`config.mk`:
```
export PLATFORM = sky130hd
export DESIGN_NAME = qarl_sum
export DESIGN_NICKNAME = d
export VERILOG_FILES = /design/src/design/assert_macros.svh /design/src/design/qarl_pkg.sv /design/src/design/qarl_sum.sv
export SDC_FILE = /design/constraint.sdc
export NUM_CORES = 1
export LEC_CHECK = 0
export BUFFER_PORTS_ARGS = -buffer_cell sky130_fd_sc_hd__buf_2
export CORE_AREA = 2 2 431 433
export CTS_BUF_LIST = sky130_fd_sc_hd__clkbuf_4 sky130_fd_sc_hd__clkbuf_8 sky130_fd_sc_hd__clkbuf_16
export DETAILED_ROUTE_END_ITERATION = 8
export DIE_AREA = 0 0 433 435
export PLACE_DENSITY = 0.33
export SYNTH_ARGS = -nofsm -noshare
export SYNTH_HDL_FRONTEND = slang
export SYNTH_SLANG_ARGS = --single-unit
```
`constraint.sdc`:
```
create_clock -name clk -period 6.8 [get_ports clk]
set_input_delay 1.36 -clock clk [delete_from_list [all_inputs] [get_ports clk]]
set_output_delay 1.36 -clock clk [all_outputs]
set_load 0.05 [all_outputs]
```
`src/design/assert_macros.svh`:
```
// ----------------------------------------------------------------------------
// assert_macros.svh
// Shared concurrent assertion macros for the attitude rate law design.
// ----------------------------------------------------------------------------
`ifndef ASSERT_MACROS_SVH
`define ASSERT_MACROS_SVH

// Same-cycle implication, disabled while reset is active.
`define ASSERT_IMPLIES(label, clk, rst_n, ante, cons) \
    label: assert property (@(posedge clk) disable iff (!rst_n) (ante) |-> (cons)) \
        else $error("assertion failed: same-cycle implication");

// Next-cycle implication, disabled while reset is active.
`define ASSERT_NEXT(label, clk, rst_n, ante, cons) \
    label: assert property (@(posedge clk) disable iff (!rst_n) (ante) |=> (cons)) \
        else $error("assertion failed: next-cycle implication");

`endif

```
`src/design/qarl_pkg.sv`:
```
// ----------------------------------------------------------------------------
// qarl_pkg
// Types and constants shared by the attitude rate law pipeline.
// ----------------------------------------------------------------------------
`timescale 1ns / 1ps
`default_nettype none

package qarl_pkg;

    localparam int QW   = 16;   // quaternion / acceleration field width
    localparam int GW   = 16;   // gain register width
    localparam int PW   = 32;   // 16x16 product width
    localparam int SW   = 34;   // sum of four products
    localparam int MW   = 52;   // gain or acceleration times a sum
    localparam int OW   = 18;   // output field width
    localparam int FRAC = 28;   // fraction bits dropped at the output

    localparam int ADDR_W = 3;
    localparam int DATA_W = 32;

    // register index, taken from paddr[2]
    localparam logic REG_RATE_GAIN = 1'b0;

    localparam logic [GW-1:0] GAIN_RESET = 16'd2560;

    typedef logic signed [QW-1:0] q_t;
    typedef logic signed [PW-1:0] prd_t;
    typedef logic signed [SW-1:0] sum_t;
    typedef logic signed [MW-1:0] mul_t;
    typedef logic signed [OW-1:0] out_field_t;

    typedef struct packed {
        q_t cur_w;
        q_t cur_x;
        q_t cur_y;
        q_t cur_z;
        q_t ref_w;
        q_t ref_x;
        q_t ref_y;
        q_t ref_z;
        q_t acc_x;
        q_t acc_y;
        q_t acc_z;
    } item_t;

    // qp[i][j] = cur[i] * ref[j], index 0..3 = w,x,y,z
    // zp: cw*cy, cx*cz, cy*cz, cw*cx, cw*cw, cx*cx, cy*cy, cz*cz
    typedef struct packed {
        prd_t [3:0][3:0] qp;
        prd_t [7:0]      zp;
        q_t              acc_x;
        q_t              acc_y;
        q_t              acc_z;
    } prod_t;

    typedef struct packed {
        sum_t ew;
        sum_t ex;
        sum_t ey;
        sum_t ez;
        sum_t zx;
        sum_t zy;
        sum_t zz;
        q_t   acc_x;
        q_t   acc_y;
        q_t   acc_z;
    } sums_t;

    typedef struct packed {
        mul_t rx;
        mul_t ry;
        mul_t rz;
        mul_t tx;
        mul_t ty;
        mul_t tz;
    } scale_t;

    typedef struct packed {
        out_field_t rate_x;
        out_field_t rate_y;
        out_field_t rate_z;
        out_field_t thrust;
    } result_t;

endpackage

`default_nettype wire

```
`src/design/qarl_sum.sv`:
```
// ----------------------------------------------------------------------------
// qarl_sum
// Stage 2: sums of products -> error quaternion and body z axis, Q.28.
// ----------------------------------------------------------------------------
`timescale 1ns / 1ps
`default_nettype none

module qarl_sum (
    input  wire logic            clk,
    input  wire logic            rst_n,
    input  wire logic            in_valid,
    output logic                 in_ready,
    input  wire qarl_pkg::prod_t in_data,
    output logic                 out_valid,
    input  wire logic            out_ready,
    output qarl_pkg::sums_t      out_data
);

    logic            valid_reg;
    qarl_pkg::sums_t data_reg;
    qarl_pkg::sums_t data_next;
    qarl_pkg::sum_t  p [4][4];
    qarl_pkg::sum_t  z [8];

    assign in_ready  = !valid_reg || out_ready;
    assign out_valid = valid_reg;
    assign out_data  = data_reg;

    always_comb
    begin
        for (int i = 0; i < 4; i++)
        begin
            for (int j = 0; j < 4; j++)
            begin
                p[i][j] = qarl_pkg::sum_t'($signed(in_data.qp[i][j]));
            end
        end
        for (int k = 0; k < 8; k++)
        begin
            z[k] = qarl_pkg::sum_t'($signed(in_data.zp[k]));
        end
        // conj(cur) * ref, with index 0..3 = w,x,y,z
        data_next.ew = p[0][0] + p[1][1] + p[2][2] + p[3][3];
        data_next.ex = p[0][1] - p[1][0] - p[2][3] + p[3][2];
        data_next.ey = p[0][2] + p[1][3] - p[2][0] - p[3][1];
        data_next.ez = p[0][3] - p[1][2] + p[2][1] - p[3][0];
        // third column of the rotation matrix
        data_next.zx = (z[0] + z[1]) <<< 1;
        data_next.zy = (z[2] - z[3]) <<< 1;
        data_next.zz = z[4] - z[5] - z[6] + z[7];
        data_next.acc_x = in_data.acc_x;
        data_next.acc_y = in_data.acc_y;
        data_next.acc_z = in_data.acc_z;
    end

    always_ff @(posedge clk or negedge rst_n)
    begin
        if (!rst_n)
        begin
            valid_reg <= 1'b0;
        end
        else if (in_ready)
        begin
            valid_reg <= in_valid;
        end
    end

    always_ff @(posedge clk)
    begin
        if (in_ready && in_valid)
        begin
            data_reg <= data_next;
        end
    end

endmodule

`default_nettype wire

```
After elaboration in Yosys (flattened, before gate mapping)

Index checks and enable logic that the tools add are counted.

Logic and storage cells: 31
Input port bits: 820
Register bits after elaboration: 285
Output and inout port bits: 288

Add/subtract/negate cells: 17
Reduce and logical (&&, ||, !) cells: 3

Operators by type and width:

| operator            | count |
|---|---|
| $sub A32 B32 Y33    | 4 |
| $add A34 B32 Y34    | 3 |
| $sub A33 B32 Y34    | 3 |
| $add A32 B32 Y33    | 3 |
| $add A33 B32 Y34    | 2 |
| $sub A34 B32 Y34    | 2 |
| $logic_and A1 B1 Y1 | 1 |
| $logic_not A1 Y1    | 1 |
| $logic_or A1 B1 Y1  | 1 |

Logic depth before layout (Yosys ltp)

Depth in word-level cells: 3
Depth in mapped cells: 16

Least setup slack after synthesis

No wires, ideal clock.

Path type: input -> register
Start point: input out_ready
End point: register data_reg (netlist bit out_data[0]), enable pin
Path slack: -2.203 ns
Arrival: 8.323 ns
Stages: 2
Path buffers: 0
Path through: nand2b_1 > and2_1

Longest elaborated chain between the ends: 2

RTL lines:

| what                 | line           | source |
|---|---|---|
| from (decl)          | qarl_sum.sv:15 | `input wire logic out_ready,` |
| $logic_or A1 B1 Y1   | qarl_sum.sv:25 | `assign in_ready = !valid_reg \|\| out_ready;` |
| $logic_and A1 B1 Y1  | qarl_sum.sv:70 | `if (in_ready && in_valid)` |
| to (signal assigned) | qarl_sum.sv:72 | `data_reg <= data_next;` |
| to (decl)            | qarl_sum.sv:20 | `qarl_pkg::sums_t data_reg;` |

No other way between the ends.
A chain may end at the register's enable or synchronous reset.

==> flow_metrics.tcl <==
set metrics [dict create \
    drt_wl_total_um 131000 \
    cts_tree "built" \
    portBuffers 1105 \
    fin_crit_ps 5080 \
    hold_class "primary input to asynchronous set/reset pin" \
    io_pins 1108 \
    setup_viol 0 \
    synthArstFlopShare_pct 0.351 \
    routabilityCongestion 0.912 \
    drv_slew 0 \
    ys_seq_elements 285 \
    cp-start-kind "primary input" \
    grt_util_all_layers_pct 13.7 \
    status "finished, final reports clean" \
    drc 0 \
    grt_util_met1_pct 14.7 \
    clock_sinks 285 \
    place_area_mm2 0.0386 \
    seq_area_mm2 0.00855 \
    max-slew-margin-rel_pct 29.5 \
    die-area_mm2 0.188 \
    cts_buffers 48 \
    path_clk_slew_ps 60 \
    cp-startpoint "in_data[336]" \
    vias 25700 \
    post-place-ws_ps 1080 \
    cts-root-buf "clkbuf_16" \
    synth_edf_count 284 \
    syn_area_mm2 0.0300 \
    vias_per_cell 3.83 \
    nNetsFinal 5581 \
    arrival_ps 5470 \
    fin_area_mm2 0.0403 \
    yosys.area.top_type_share_pct 28.4 \
    hold-worst-slack_ps 474 \
    dp_hpwl_um 116000 \
    multiInputGateArea_mm2 0.0184 \
    grt_pass1_vias 28100 \
    yosysSeqAreaShare_pct 28.5 \
    htreeDepth 2 \
    grt_antenna_before_repair 16 \
    start_util_pct 16.3 \
    grt_util_met2_pct 26.5 \
    max_freq_ghz 0.197 \
    netlist_top_cells_area "edfxtp_1, fa_1, ha_1" \
    fill_cells 20600 \
    firstDrtPassIters 5 \
    die_w_um 433 \
    postCtsHoldBufs 0 \
    layout_setup_ws_ps 1720 \
    worst_pin_slew_ps 1030 \
    cts_resized 0 \
    cp.required_ps 7180 \
    wl_per_cell_um 19.5 \
    ir_drop_uv 199 \
    synth_largest_area_cell "edfxtp_1" \
    cp_max_fo 5 \
    worstSetupEndpoint "out_data[250]$_DFFE_PP_" \
    critPathCaptureType "flip-flop" \
    grt_max_degree 90 \
    final_core_util_pct 21.9 \
    p_per_area_mw_per_mm2 327 \
    hold_viol 0 \
    fin_skew_ps 36.3 \
    r2r_start "out_valid$_DFFE_PN0N_" \
    synth_cell_types 77 \
    syn_area_per_cell_um2 9.71 \
    synthFlopType "edfxtp_1" \
    synth_cells 3095 \
    drtIter0Drc 1049 \
    p_leak_nw 19.9 \
    clk_latency_ps 650 \
    rr_worst_depth 4 \
    coreArea_mm2 0.184 \
    drive_gt1_share_pct 28.5 \
    grt_pass1_wl_um 189000 \
    grt-ovfl-total 0 \
    fin_setup_tns_ps 0 \
    ys_warn_count 0 \
    final.period_utilization_pct 74.8 \
    rsz0062_at_grt "no" \
    reg2reg_to "out_data[75]$_DFFE_PP_" \
    top_usage_layer "met2" \
    cts_buffer_depth 3 \
    die_h_um 435 \
    antenna_left 0 \
    grtUsageMet3_pct 3.35 \
    syn2layout_area_growth_pct 34.0 \
    r2r_setup_slack_ps 4350 \
    path_class "primary input to flip-flop" \
    max_cap_violations 0 \
    post_cts_buffers 0 \
    rows 158 \
]
==> cell usage after synthesis, drive strengths merged (12+ instances only) <==
cell	count
ha	233
xnor2	130
xor2	68
nor2b	35
o21a	29
edfxtp	284
inv	759
o21ai	110
nand3	64
a21oi	215
nand2b	24
fa	327
a31oi	27
nor3	35
a211oi	26
o211ai	19
nand2	129
a21o	136
and3	22
nand4	33
nor2	132
clkbuf	55
o31ai	14
o21bai	25
and2	12
==> metal layers <==
layer	part of all wire, %	up-vias
met3	6.1	117
met5	0.066	-
met4	2.5	14
met2	54	685
li1	-	12500
met1	37	12400
==> worst min path at each step <==
stage                                 end  slack, ps  cells past startpoint
floorplan           out_valid$_DFFE_PN0N_       1060                      0
global placement    out_valid$_DFFE_PN0N_        680                      2
detailed placement  out_valid$_DFFE_PN0N_        710                      2
CTS                 out_valid$_DFFE_PN0N_        380                      1
global route        out_valid$_DFFE_PN0N_        410                      1
finish              out_valid$_DFFE_PN0N_        470                      1
==> where the power goes <==
part           internal, W  total (W)  switching, W
clock network      0.00168    0.00274       0.00106
registers          0.00265    0.00276      0.000107
logic              0.00257    0.00766       0.00509
==> worst max-delay path, cell delays in order <==
cell	delay (ps)
buf_2	110
fa_1	550
inv_1	60
fa_1	480
inv_1	40
ha_1	180
inv_1	80
fa_1	210
nor2b_1	70
o31a_1	290
o311a_1	340
or3b_1	420
a311o_1	460
a311o_1	360
a2111oi_2	370
a311oi_1	80
==> layout by cell type (no fill, tap or decap), drive strengths merged, types with 35 or more instances in the layout <==
cell	netlist	layout
nor3	35	35
a21oi	215	215
nor2	132	132
nor2b	35	35
inv	759	760
fa	327	327
xor2	68	68
xnor2	130	130
buf	3	1113
a21o	136	136
edfxtp	284	284
clkbuf	55	55
nand3	64	64
nand2	129	129
ha	233	233
o21ai	110	110
==> through the flow <==
| step | power (W) | std cells |
|---|---|---|
| final | 0.0132 | 6721 |
| after global routing | 0.0142 | 6719 |
| after CTS | 0.0135 | 6718 |
| after detailed placement | 0.0106 | 6631 |
| after global placement | 0.0106 | 6631 |
| after floorplan | 0.00809 | 3096 |
==> logic make-up (layout without fill, tap and decap cells) <==
logic type,after synthesis,after routing,share of synthesized area [%]
multiplexers,9,9,0.317
XOR/XNOR,198,198,5.77
flip-flops,285,285,28.5
other,1,5,0.0125
AO/OA/AOI/OAI,696,696,15.1
AND/OR/NAND/NOR,529,529,8.61
adder cells (fa/ha/maj),560,560,31.5
buffers and inverters,817,1959,10.2
==> registers in the layout, summed over array words and instances, names as in the netlist <==
name       flops
out_valid      1
out_data     284
==> area by class of cell <==
cell class | instances | area share, %
antenna | 3 | 0.0186
timing repair buffer | 1113 | 14.0
inverter | 759 | 7.08
clock buffer | 55 | 3.16
multi-input combinational | 1994 | 45.8
sequential | 285 | 21.2
tap | 2480 | 7.71
clock inverter | 32 | 1.05
Power figures use the tool's default switching activity.
