**src/design/assert_macros.svh**
```systemverilog
// ----------------------------------------------------------------------------
// assert_macros.svh
// Shared concurrent assertion macros for the attitude rate law design.
// ----------------------------------------------------------------------------
`ifndef ASSERT_MACROS_SVH
`define ASSERT_MACROS_SVH

// Same-cycle implication, disabled while reset is active.
`define ASSERT_IMPLIES(label, clk, rst_n, ante, cons) \
    label: assert property (@(posedge clk) disable iff (!rst_n) (ante) |-> (cons)) \
        else $error("assertion failed: same-cycle implication");

// Next-cycle implication, disabled while reset is active.
`define ASSERT_NEXT(label, clk, rst_n, ante, cons) \
    label: assert property (@(posedge clk) disable iff (!rst_n) (ante) |=> (cons)) \
        else $error("assertion failed: next-cycle implication");

`endif

```
**src/design/qarl_pkg.sv**
```systemverilog
// ----------------------------------------------------------------------------
// qarl_pkg
// Types and constants shared by the attitude rate law pipeline.
// ----------------------------------------------------------------------------
`timescale 1ns / 1ps
`default_nettype none

package qarl_pkg;

    localparam int QW   = 16;   // quaternion / acceleration field width
    localparam int GW   = 16;   // gain register width
    localparam int PW   = 32;   // 16x16 product width
    localparam int SW   = 34;   // sum of four products
    localparam int MW   = 52;   // gain or acceleration times a sum
    localparam int OW   = 18;   // output field width
    localparam int FRAC = 28;   // fraction bits dropped at the output

    localparam int ADDR_W = 3;
    localparam int DATA_W = 32;

    // register index, taken from paddr[2]
    localparam logic REG_RATE_GAIN = 1'b0;

    localparam logic [GW-1:0] GAIN_RESET = 16'd2560;

    typedef logic signed [QW-1:0] q_t;
    typedef logic signed [PW-1:0] prd_t;
    typedef logic signed [SW-1:0] sum_t;
    typedef logic signed [MW-1:0] mul_t;
    typedef logic signed [OW-1:0] out_field_t;

    typedef struct packed {
        q_t cur_w;
        q_t cur_x;
        q_t cur_y;
        q_t cur_z;
        q_t ref_w;
        q_t ref_x;
        q_t ref_y;
        q_t ref_z;
        q_t acc_x;
        q_t acc_y;
        q_t acc_z;
    } item_t;

    // qp[i][j] = cur[i] * ref[j], index 0..3 = w,x,y,z
    // zp: cw*cy, cx*cz, cy*cz, cw*cx, cw*cw, cx*cx, cy*cy, cz*cz
    typedef struct packed {
        prd_t [3:0][3:0] qp;
        prd_t [7:0]      zp;
        q_t              acc_x;
        q_t              acc_y;
        q_t              acc_z;
    } prod_t;

    typedef struct packed {
        sum_t ew;
        sum_t ex;
        sum_t ey;
        sum_t ez;
        sum_t zx;
        sum_t zy;
        sum_t zz;
        q_t   acc_x;
        q_t   acc_y;
        q_t   acc_z;
    } sums_t;

    typedef struct packed {
        mul_t rx;
        mul_t ry;
        mul_t rz;
        mul_t tx;
        mul_t ty;
        mul_t tz;
    } scale_t;

    typedef struct packed {
        out_field_t rate_x;
        out_field_t rate_y;
        out_field_t rate_z;
        out_field_t thrust;
    } result_t;

endpackage

`default_nettype wire

```
**src/design/qarl_out.sv**
```systemverilog
// ----------------------------------------------------------------------------
// qarl_out
// Stage 4: thrust sum, round to Q.8 and saturate; output register.
// ----------------------------------------------------------------------------
`timescale 1ns / 1ps
`default_nettype none

module qarl_out (
    input  wire logic             clk,
    input  wire logic             rst_n,
    input  wire logic             in_valid,
    output logic                  in_ready,
    input  wire qarl_pkg::scale_t in_data,
    output logic                  out_valid,
    input  wire logic             out_ready,
    output qarl_pkg::result_t     out_data
);

    localparam int RW = qarl_pkg::MW - qarl_pkg::FRAC;

    logic              valid_reg;
    qarl_pkg::result_t data_reg;
    qarl_pkg::result_t data_next;
    qarl_pkg::mul_t    thr_sum;

    // round half up to Q.8, then clamp to the 18-bit range
    function automatic qarl_pkg::out_field_t rnd_sat(input qarl_pkg::mul_t v);
        qarl_pkg::mul_t        t;
        logic signed [RW-1:0]  r;
        qarl_pkg::out_field_t  res;
        t = v + (qarl_pkg::mul_t'(1) <<< (qarl_pkg::FRAC - 1));
        r = RW'(t >>> qarl_pkg::FRAC);
        if (r > RW'(2 ** (qarl_pkg::OW - 1) - 1))
        begin
            res = {1'b0, {(qarl_pkg::OW - 1){1'b1}}};
        end
        else if (r < -(RW'(2 ** (qarl_pkg::OW - 1))))
        begin
            res = {1'b1, {(qarl_pkg::OW - 1){1'b0}}};
        end
        else
        begin
            res = r[qarl_pkg::OW-1:0];
        end
        return res;
    endfunction

    assign in_ready  = !valid_reg || out_ready;
    assign out_valid = valid_reg;
    assign out_data  = data_reg;

    assign thr_sum = in_data.tx + in_data.ty + in_data.tz;

    always_comb
    begin
        data_next.rate_x = rnd_sat(in_data.rx);
        data_next.rate_y = rnd_sat(in_data.ry);
        data_next.rate_z = rnd_sat(in_data.rz);
        data_next.thrust = rnd_sat(thr_sum);
    end

    always_ff @(posedge clk or negedge rst_n)
    begin
        if (!rst_n)
        begin
            valid_reg <= 1'b0;
        end
        else if (in_ready)
        begin
            valid_reg <= in_valid;
        end
    end

    always_ff @(posedge clk)
    begin
        if (in_ready && in_valid)
        begin
            data_reg <= data_next;
        end
    end

endmodule

`default_nettype wire

```
**config.mk**
```make
export PLATFORM = sky130hd
export DESIGN_NAME = qarl_out
export DESIGN_NICKNAME = d
export VERILOG_FILES = /design/src/design/assert_macros.svh /design/src/design/qarl_pkg.sv /design/src/design/qarl_out.sv
export SDC_FILE = /design/constraint.sdc
export NUM_CORES = 1
export LEC_CHECK = 0
export BUFFER_PORTS_ARGS = -buffer_cell sky130_fd_sc_hd__buf_2
export CAP_MARGIN = 15
export CORE_AREA = 2 2 157 159
export CTS_CLUSTER_SIZE = 28
export DETAILED_ROUTE_END_ITERATION = 10
export DIE_AREA = 0 0 159 161
export PLACE_DENSITY = 0.7
export SYNTH_ARGS = -nofsm -noshare
export SYNTH_HDL_FRONTEND = slang
export SYNTH_SLANG_ARGS = --single-unit
```
**constraint.sdc**
```tcl
create_clock -name clk -period 2.8 [get_ports clk]
set_input_delay 0.14 -clock clk [delete_from_list [all_inputs] [get_ports clk]]
set_output_delay 0.14 -clock clk [all_outputs]
set_load 0.01 [all_outputs]
```
* Word level (Yosys, flattened, before mapping)
Cells that the tools add are included.
Cells by class: reductions and logical operators 3, $lt $le $gt $ge 8, mux-type cells 4, add/subtract/negate cells 6
Operators by type and width (number):
- 52-bit by 29-bit adder with 52-bit output (second input constant) | 4
- 52-bit adder | 2
- 24-bit by 18-bit > comparator with 1-bit output (second input constant) | 4
- 24-bit by 18-bit < comparator with 1-bit output (second input constant) | 4
- 18-bit 2-to-1 mux | 4
- 1-bit logical AND | 1
- 1-bit zero test | 1
- 1-bit logical OR | 1
Word-level totals: word-level logic and storage cells 26, flip-flop bits (word level) 73

* Logic depth before layout (Yosys ltp)
depth after elaboration 5, mapped depth 16, depth with buffers taken out 14

* Worst setup path after synthesis
OpenSTA, ideal clock, no wires.
kind input to register, start point input port in_data[26] in the netlist's numbering, end point register data_reg (netlist bit out_data[10]), data pin, arrival time 3.446 ns, stages on the path 15, required time 2.540 ns, path buffers 1, setup time 0.260 ns, slack -0.906 ns, cells stage by stage inv_1 > fa_1 > inv_1 > ha_1 > ha_1 > a21oi_1 > o211ai_1 > a41oi_1 > o31ai_2 > a311oi_2 > nor4b_2 > o32ai_2 > o31ai_2 > buf_6 > o21ai_2
Between the ends: cells in the longest elaborated chain, start to end 4, elaborated cells between the ends (all ways) 5, classes of those cells 2 x add/sub; 2 x order compare; 1 x mux
Ends and longest elaborated chain:
- start: declaration | RTL line qarl_out.sv:13 | input wire qarl_pkg::scale_t in_data,
- 52-bit adder (*) | RTL line qarl_out.sv:52 | assign thr_sum = in_data.tx + in_data.ty + in_data.tz;
- 52-bit by 29-bit adder with 52-bit output (*) | RTL line qarl_out.sv:31 | t = v + (qarl_pkg::mul_t'(1) <<< (qarl_pkg::FRAC - 1));
- 24-bit by 18-bit < comparator with 1-bit output | RTL line qarl_out.sv:37 | else if (r < -(RW'(2 ** (qarl_pkg::OW - 1))))
- 18-bit 2-to-1 mux | RTL line qarl_out.sv:37
- end signal: assignment | RTL line qarl_out.sv:78 | data_reg <= data_next;
- end: declaration | RTL line qarl_out.sv:22 | qarl_pkg::result_t data_reg;
Every way passes the cells marked *; elsewhere a longest branch is shown, timed or not. A chain may end at the register's enable or synchronous reset.

* Worst setup path in the final report
start point input port in_data[17] in the netlist's numbering, end point register data_reg (netlist bit out_data[6]), data pin
Same word-level chain as after synthesis.

==> flow_summary.yaml <==
global_routing:
  grt_util_met1_pct: 26.3
  grt_pass1_wl_mm: 45.6
  antenna_found_initial: 0
  grt_max_degree: 73
  use_met2_pct: 39.4
  grt_use_met3_pct: 2.23
  grt_overflow: 0
  top_usage_layer: "met2"
  grt_pass1_vias: 9809
  grt_usage_pct: 21.6
pwr:
  seq_power_share_pct: 17.7
  p_int_uw: 4870
  ir_drop_v: 0.000410
  power_density_nw_per_um2: 567
  p_clk_share_pct: 15.0
  switching_share_pct: 40.0
  net-switching-power_uw: 3250
  combPwrFrac_pct: 67.3
  p_leak_uw: 0.00665
logic_synthesis:
  ys_seq_area_share_pct: 23.3
  synth-edff-count: 72
  yosys.area.top_type: "edfxtp_1"
  synthMostInstantiatedCell: "inv_1"
  ys_types: 82
  synth_mux_area_share_pct: 0.120
  async_flop_share_pct: 1.37
  synth_xor_area_share_pct: 7.59
  synthAdderAreaFrac_pct: 24.2
  ys_warn_count: 0
  synth_top_family_by_area: "adder cells"
  syn_inst: 1094
  synth_top_area_share_pct: 23.1
  synth-compound-area-share_pct: 18.3
  synth_simple_gate_area_share_pct: 15.9
  synthesis.nets: 1561
  yosys-top-cells-count: "228 x inv_1, 101 x ha_1, 77 x nand2_1"
  synthTopCellsByArea: "edfxtp_1 23%, ha_1 13%, fa_1 11%, inv_1 9.1%, o21ai_0 4.1%"
  synth_flop_cell: "edfxtp_1"
  yosys_register_bits: 73
  syn_area_um2: 9370
  avgSynthCellArea_um2: 8.56
setup_path:
  end_kind: "flip-flop"
  crit_path_max_fanout: 7
  reg2reg_depth: 3
  ff2ff_setup_slack_ns: 1.42
  critPathLaunch: "in_data[17]"
  arrival_ns: 3.58
  startpoint_type: "primary input"
  path_class: "in -> reg"
  regToRegStartpoint: "out_valid"
  crit_slowest_cell: "fa_1"
  cp_data_required_time_ns: 2.86
  max_stage_delay_ns: 0.55
  path_cells: "buf_2 > inv_1 > fa_1 > inv_1 > ha_4 > ha_4 > nand4_1 > buf_4 > nor3_1 > nor4bb_2 > and3_4 > o311ai_4 > a31oi_4 > xor2_4 > o31ai_4 > buf_6 > o21ai_2"
  r2r_end: "out_data[0]"
detailed_routing:
  drtPass1Iterations: 5
  drc: 0
  antenna_left: 0
  viasPerCell: 4.99
  drt-initial-drc-count: 579
  routedWlPerCell_um: 14.7
  routed_wl_mm: 27.9
  num_vias: 9499
timing:
  setup_viol: 18
  min_period_ns: 3.52
  post-route-period-util_pct: 126
  rsz0062_at_grt: "true"
  tightestPinTransition_ns: 0.545
  fin_ws_ns: -0.716
  drv_slew: 0
  finClkSkew_ns: 0.00550
  finalHoldViolCount: 0
  max_freq_mhz: 284
  slew_headroom_pct: 63.3
outcome:
  outcome: "complete, but fails checks"
  violations: "negative setup slack"
cts:
  cts_tree: "done"
  clk_pin_slew_ns: 0.06
  cts_root_buffer: "clkbuf_16"
  cts.sinks: 73
  clk_latency_ns: 0.32
  h-tree-depth: 3
  clockBufferDepth: 2
  numCtsBuffers: 9
floorplan:
  io_pins: 390
  start_util_pct: 39.1
  core_um2: 24000
  rows: 57
  die_x_um: 159
  die_area_um2: 25600
  dieHeight_um: 161
placement:
  dp_slack_ns: -1.26
  place_hpwl_mm: 22.7
  place.gp.congestion: 0.916
  placed_cells: 1860
  placed_area_um2: 12800
  io_buffer_count: 308
cells_and_area:
  finalNonFillerCells: 1905
  multi_input_area_um2: 7450
  area_delta_synth_final_pct: 53.0
  register_area_um2: 2190
  fin_util_pct: 59.8
  num_antenna_cells: 0
  stdcell_area_um2: 14300
  layout-drive-gt1-share_pct: 45.2
  fin_nets: 2043
  fillers: 2042
min_path:
  min_path_type: "in -> async"
flow_run:
  drv_cap: 0
power by group through the flow:
stage | combinational (uW) | sequential [uW] | clock (uW)
finish | 5460 | 1440 | 1220
global route | 5940 | 1450 | 1280
CTS | 5320 | 1440 | 1240
detailed placement | 4470 | 1470 | 0
global placement | 4390 | 1460 | 0
floorplan | 2620 | 1530 | 0
state kept, by name (all words and copies together), names as in the netlist:
signal	flops
out_data	72
out_valid	1
how the worst max path moves through the flow:
stage,end,slack (ns),cells after the start
2_1_floorplan,out_data[10],-0.87,16
6_report,out_data[6],-0.72,17
5_1_grt,out_data[6],-0.84,17
3_5_place_dp,out_data[6],-1.26,17
3_3_place_gp,out_data[7],-1.15,17
4_1_cts,out_data[1],-0.62,19
cells in the final DEF, fill, tap and decap left out, types with 16 or more instances in the layout:
cell / instances
inv_1: 204
buf_6: 16
edfxtp_1: 72
o21ai_0: 60
ha_1: 37
xor2_1: 40
inv_2: 21
fa_1: 49
ha_4: 61
nor2_1: 54
buf_2: 301
o21ai_2: 19
nand4_1: 24
xnor2_1: 37
nand3_1: 34
o21ai_1: 17
buf_4: 172
a21oi_1: 42
a21oi_2: 20
nand2_1: 69
a21o_1: 16
per-layer routing:
layer  share of wire (%)  wire (um)
met5                   0          0
met4                 2.9        816
met3                 5.3       1470
met2                  50      13900
met1                  42      11700
stage by stage:
stage / TNS [ns] / hold WS (ns) / power, uW
after floorplan: -13.86 / -0.156 / 4150
after global placement: -19.63 / -0.0853 / 5850
after detailed placement: -20.76 / -0.0837 / 5930
after CTS: -10.50 / 0.101 / 8000
after global routing: -14.53 / 0.118 / 8670
final: -12.19 / 0.120 / 8120
what timing repair did:
action	CTS	global route
hold buffers	2	0
endpoints found under the hold margin	2	0
gates cloned	2	0
gates resized for setup	142	25
endpoints found under the setup margin	18	18
setup buffers	26	0
pin swaps	90	37
cell type report:
type / count / area share (%)
clock inverters: 6 / 0.629
flip-flops and latches: 73 / 15.3
repair buffers: 496 / 21.7
inverters: 228 / 6.06
well taps: 324 / 2.83
clock buffers: 10 / 1.60
multi-input cells: 768 / 52.0
worst max-delay path, delay by kind of cell:
family / cells / cell delay, ns
XOR/XNOR: 1 / 0.15
buffers and inverters: 5 / 0.58
AO/OA/AOI/OAI: 4 / 0.79
adder cells (fa/ha/maj): 3 / 1.09
AND/OR/NAND/NOR: 4 / 0.84
cells by family after synthesis:
logic type	Yosys count
DFF	73
xor gates and xnor gates	79
adders and majority gates	151
AOI/OAI and AO/OA	257
buffers and inverters	253
and+or+nand+nor	280
muxes	1
Power figures use the tool's default switching activity.
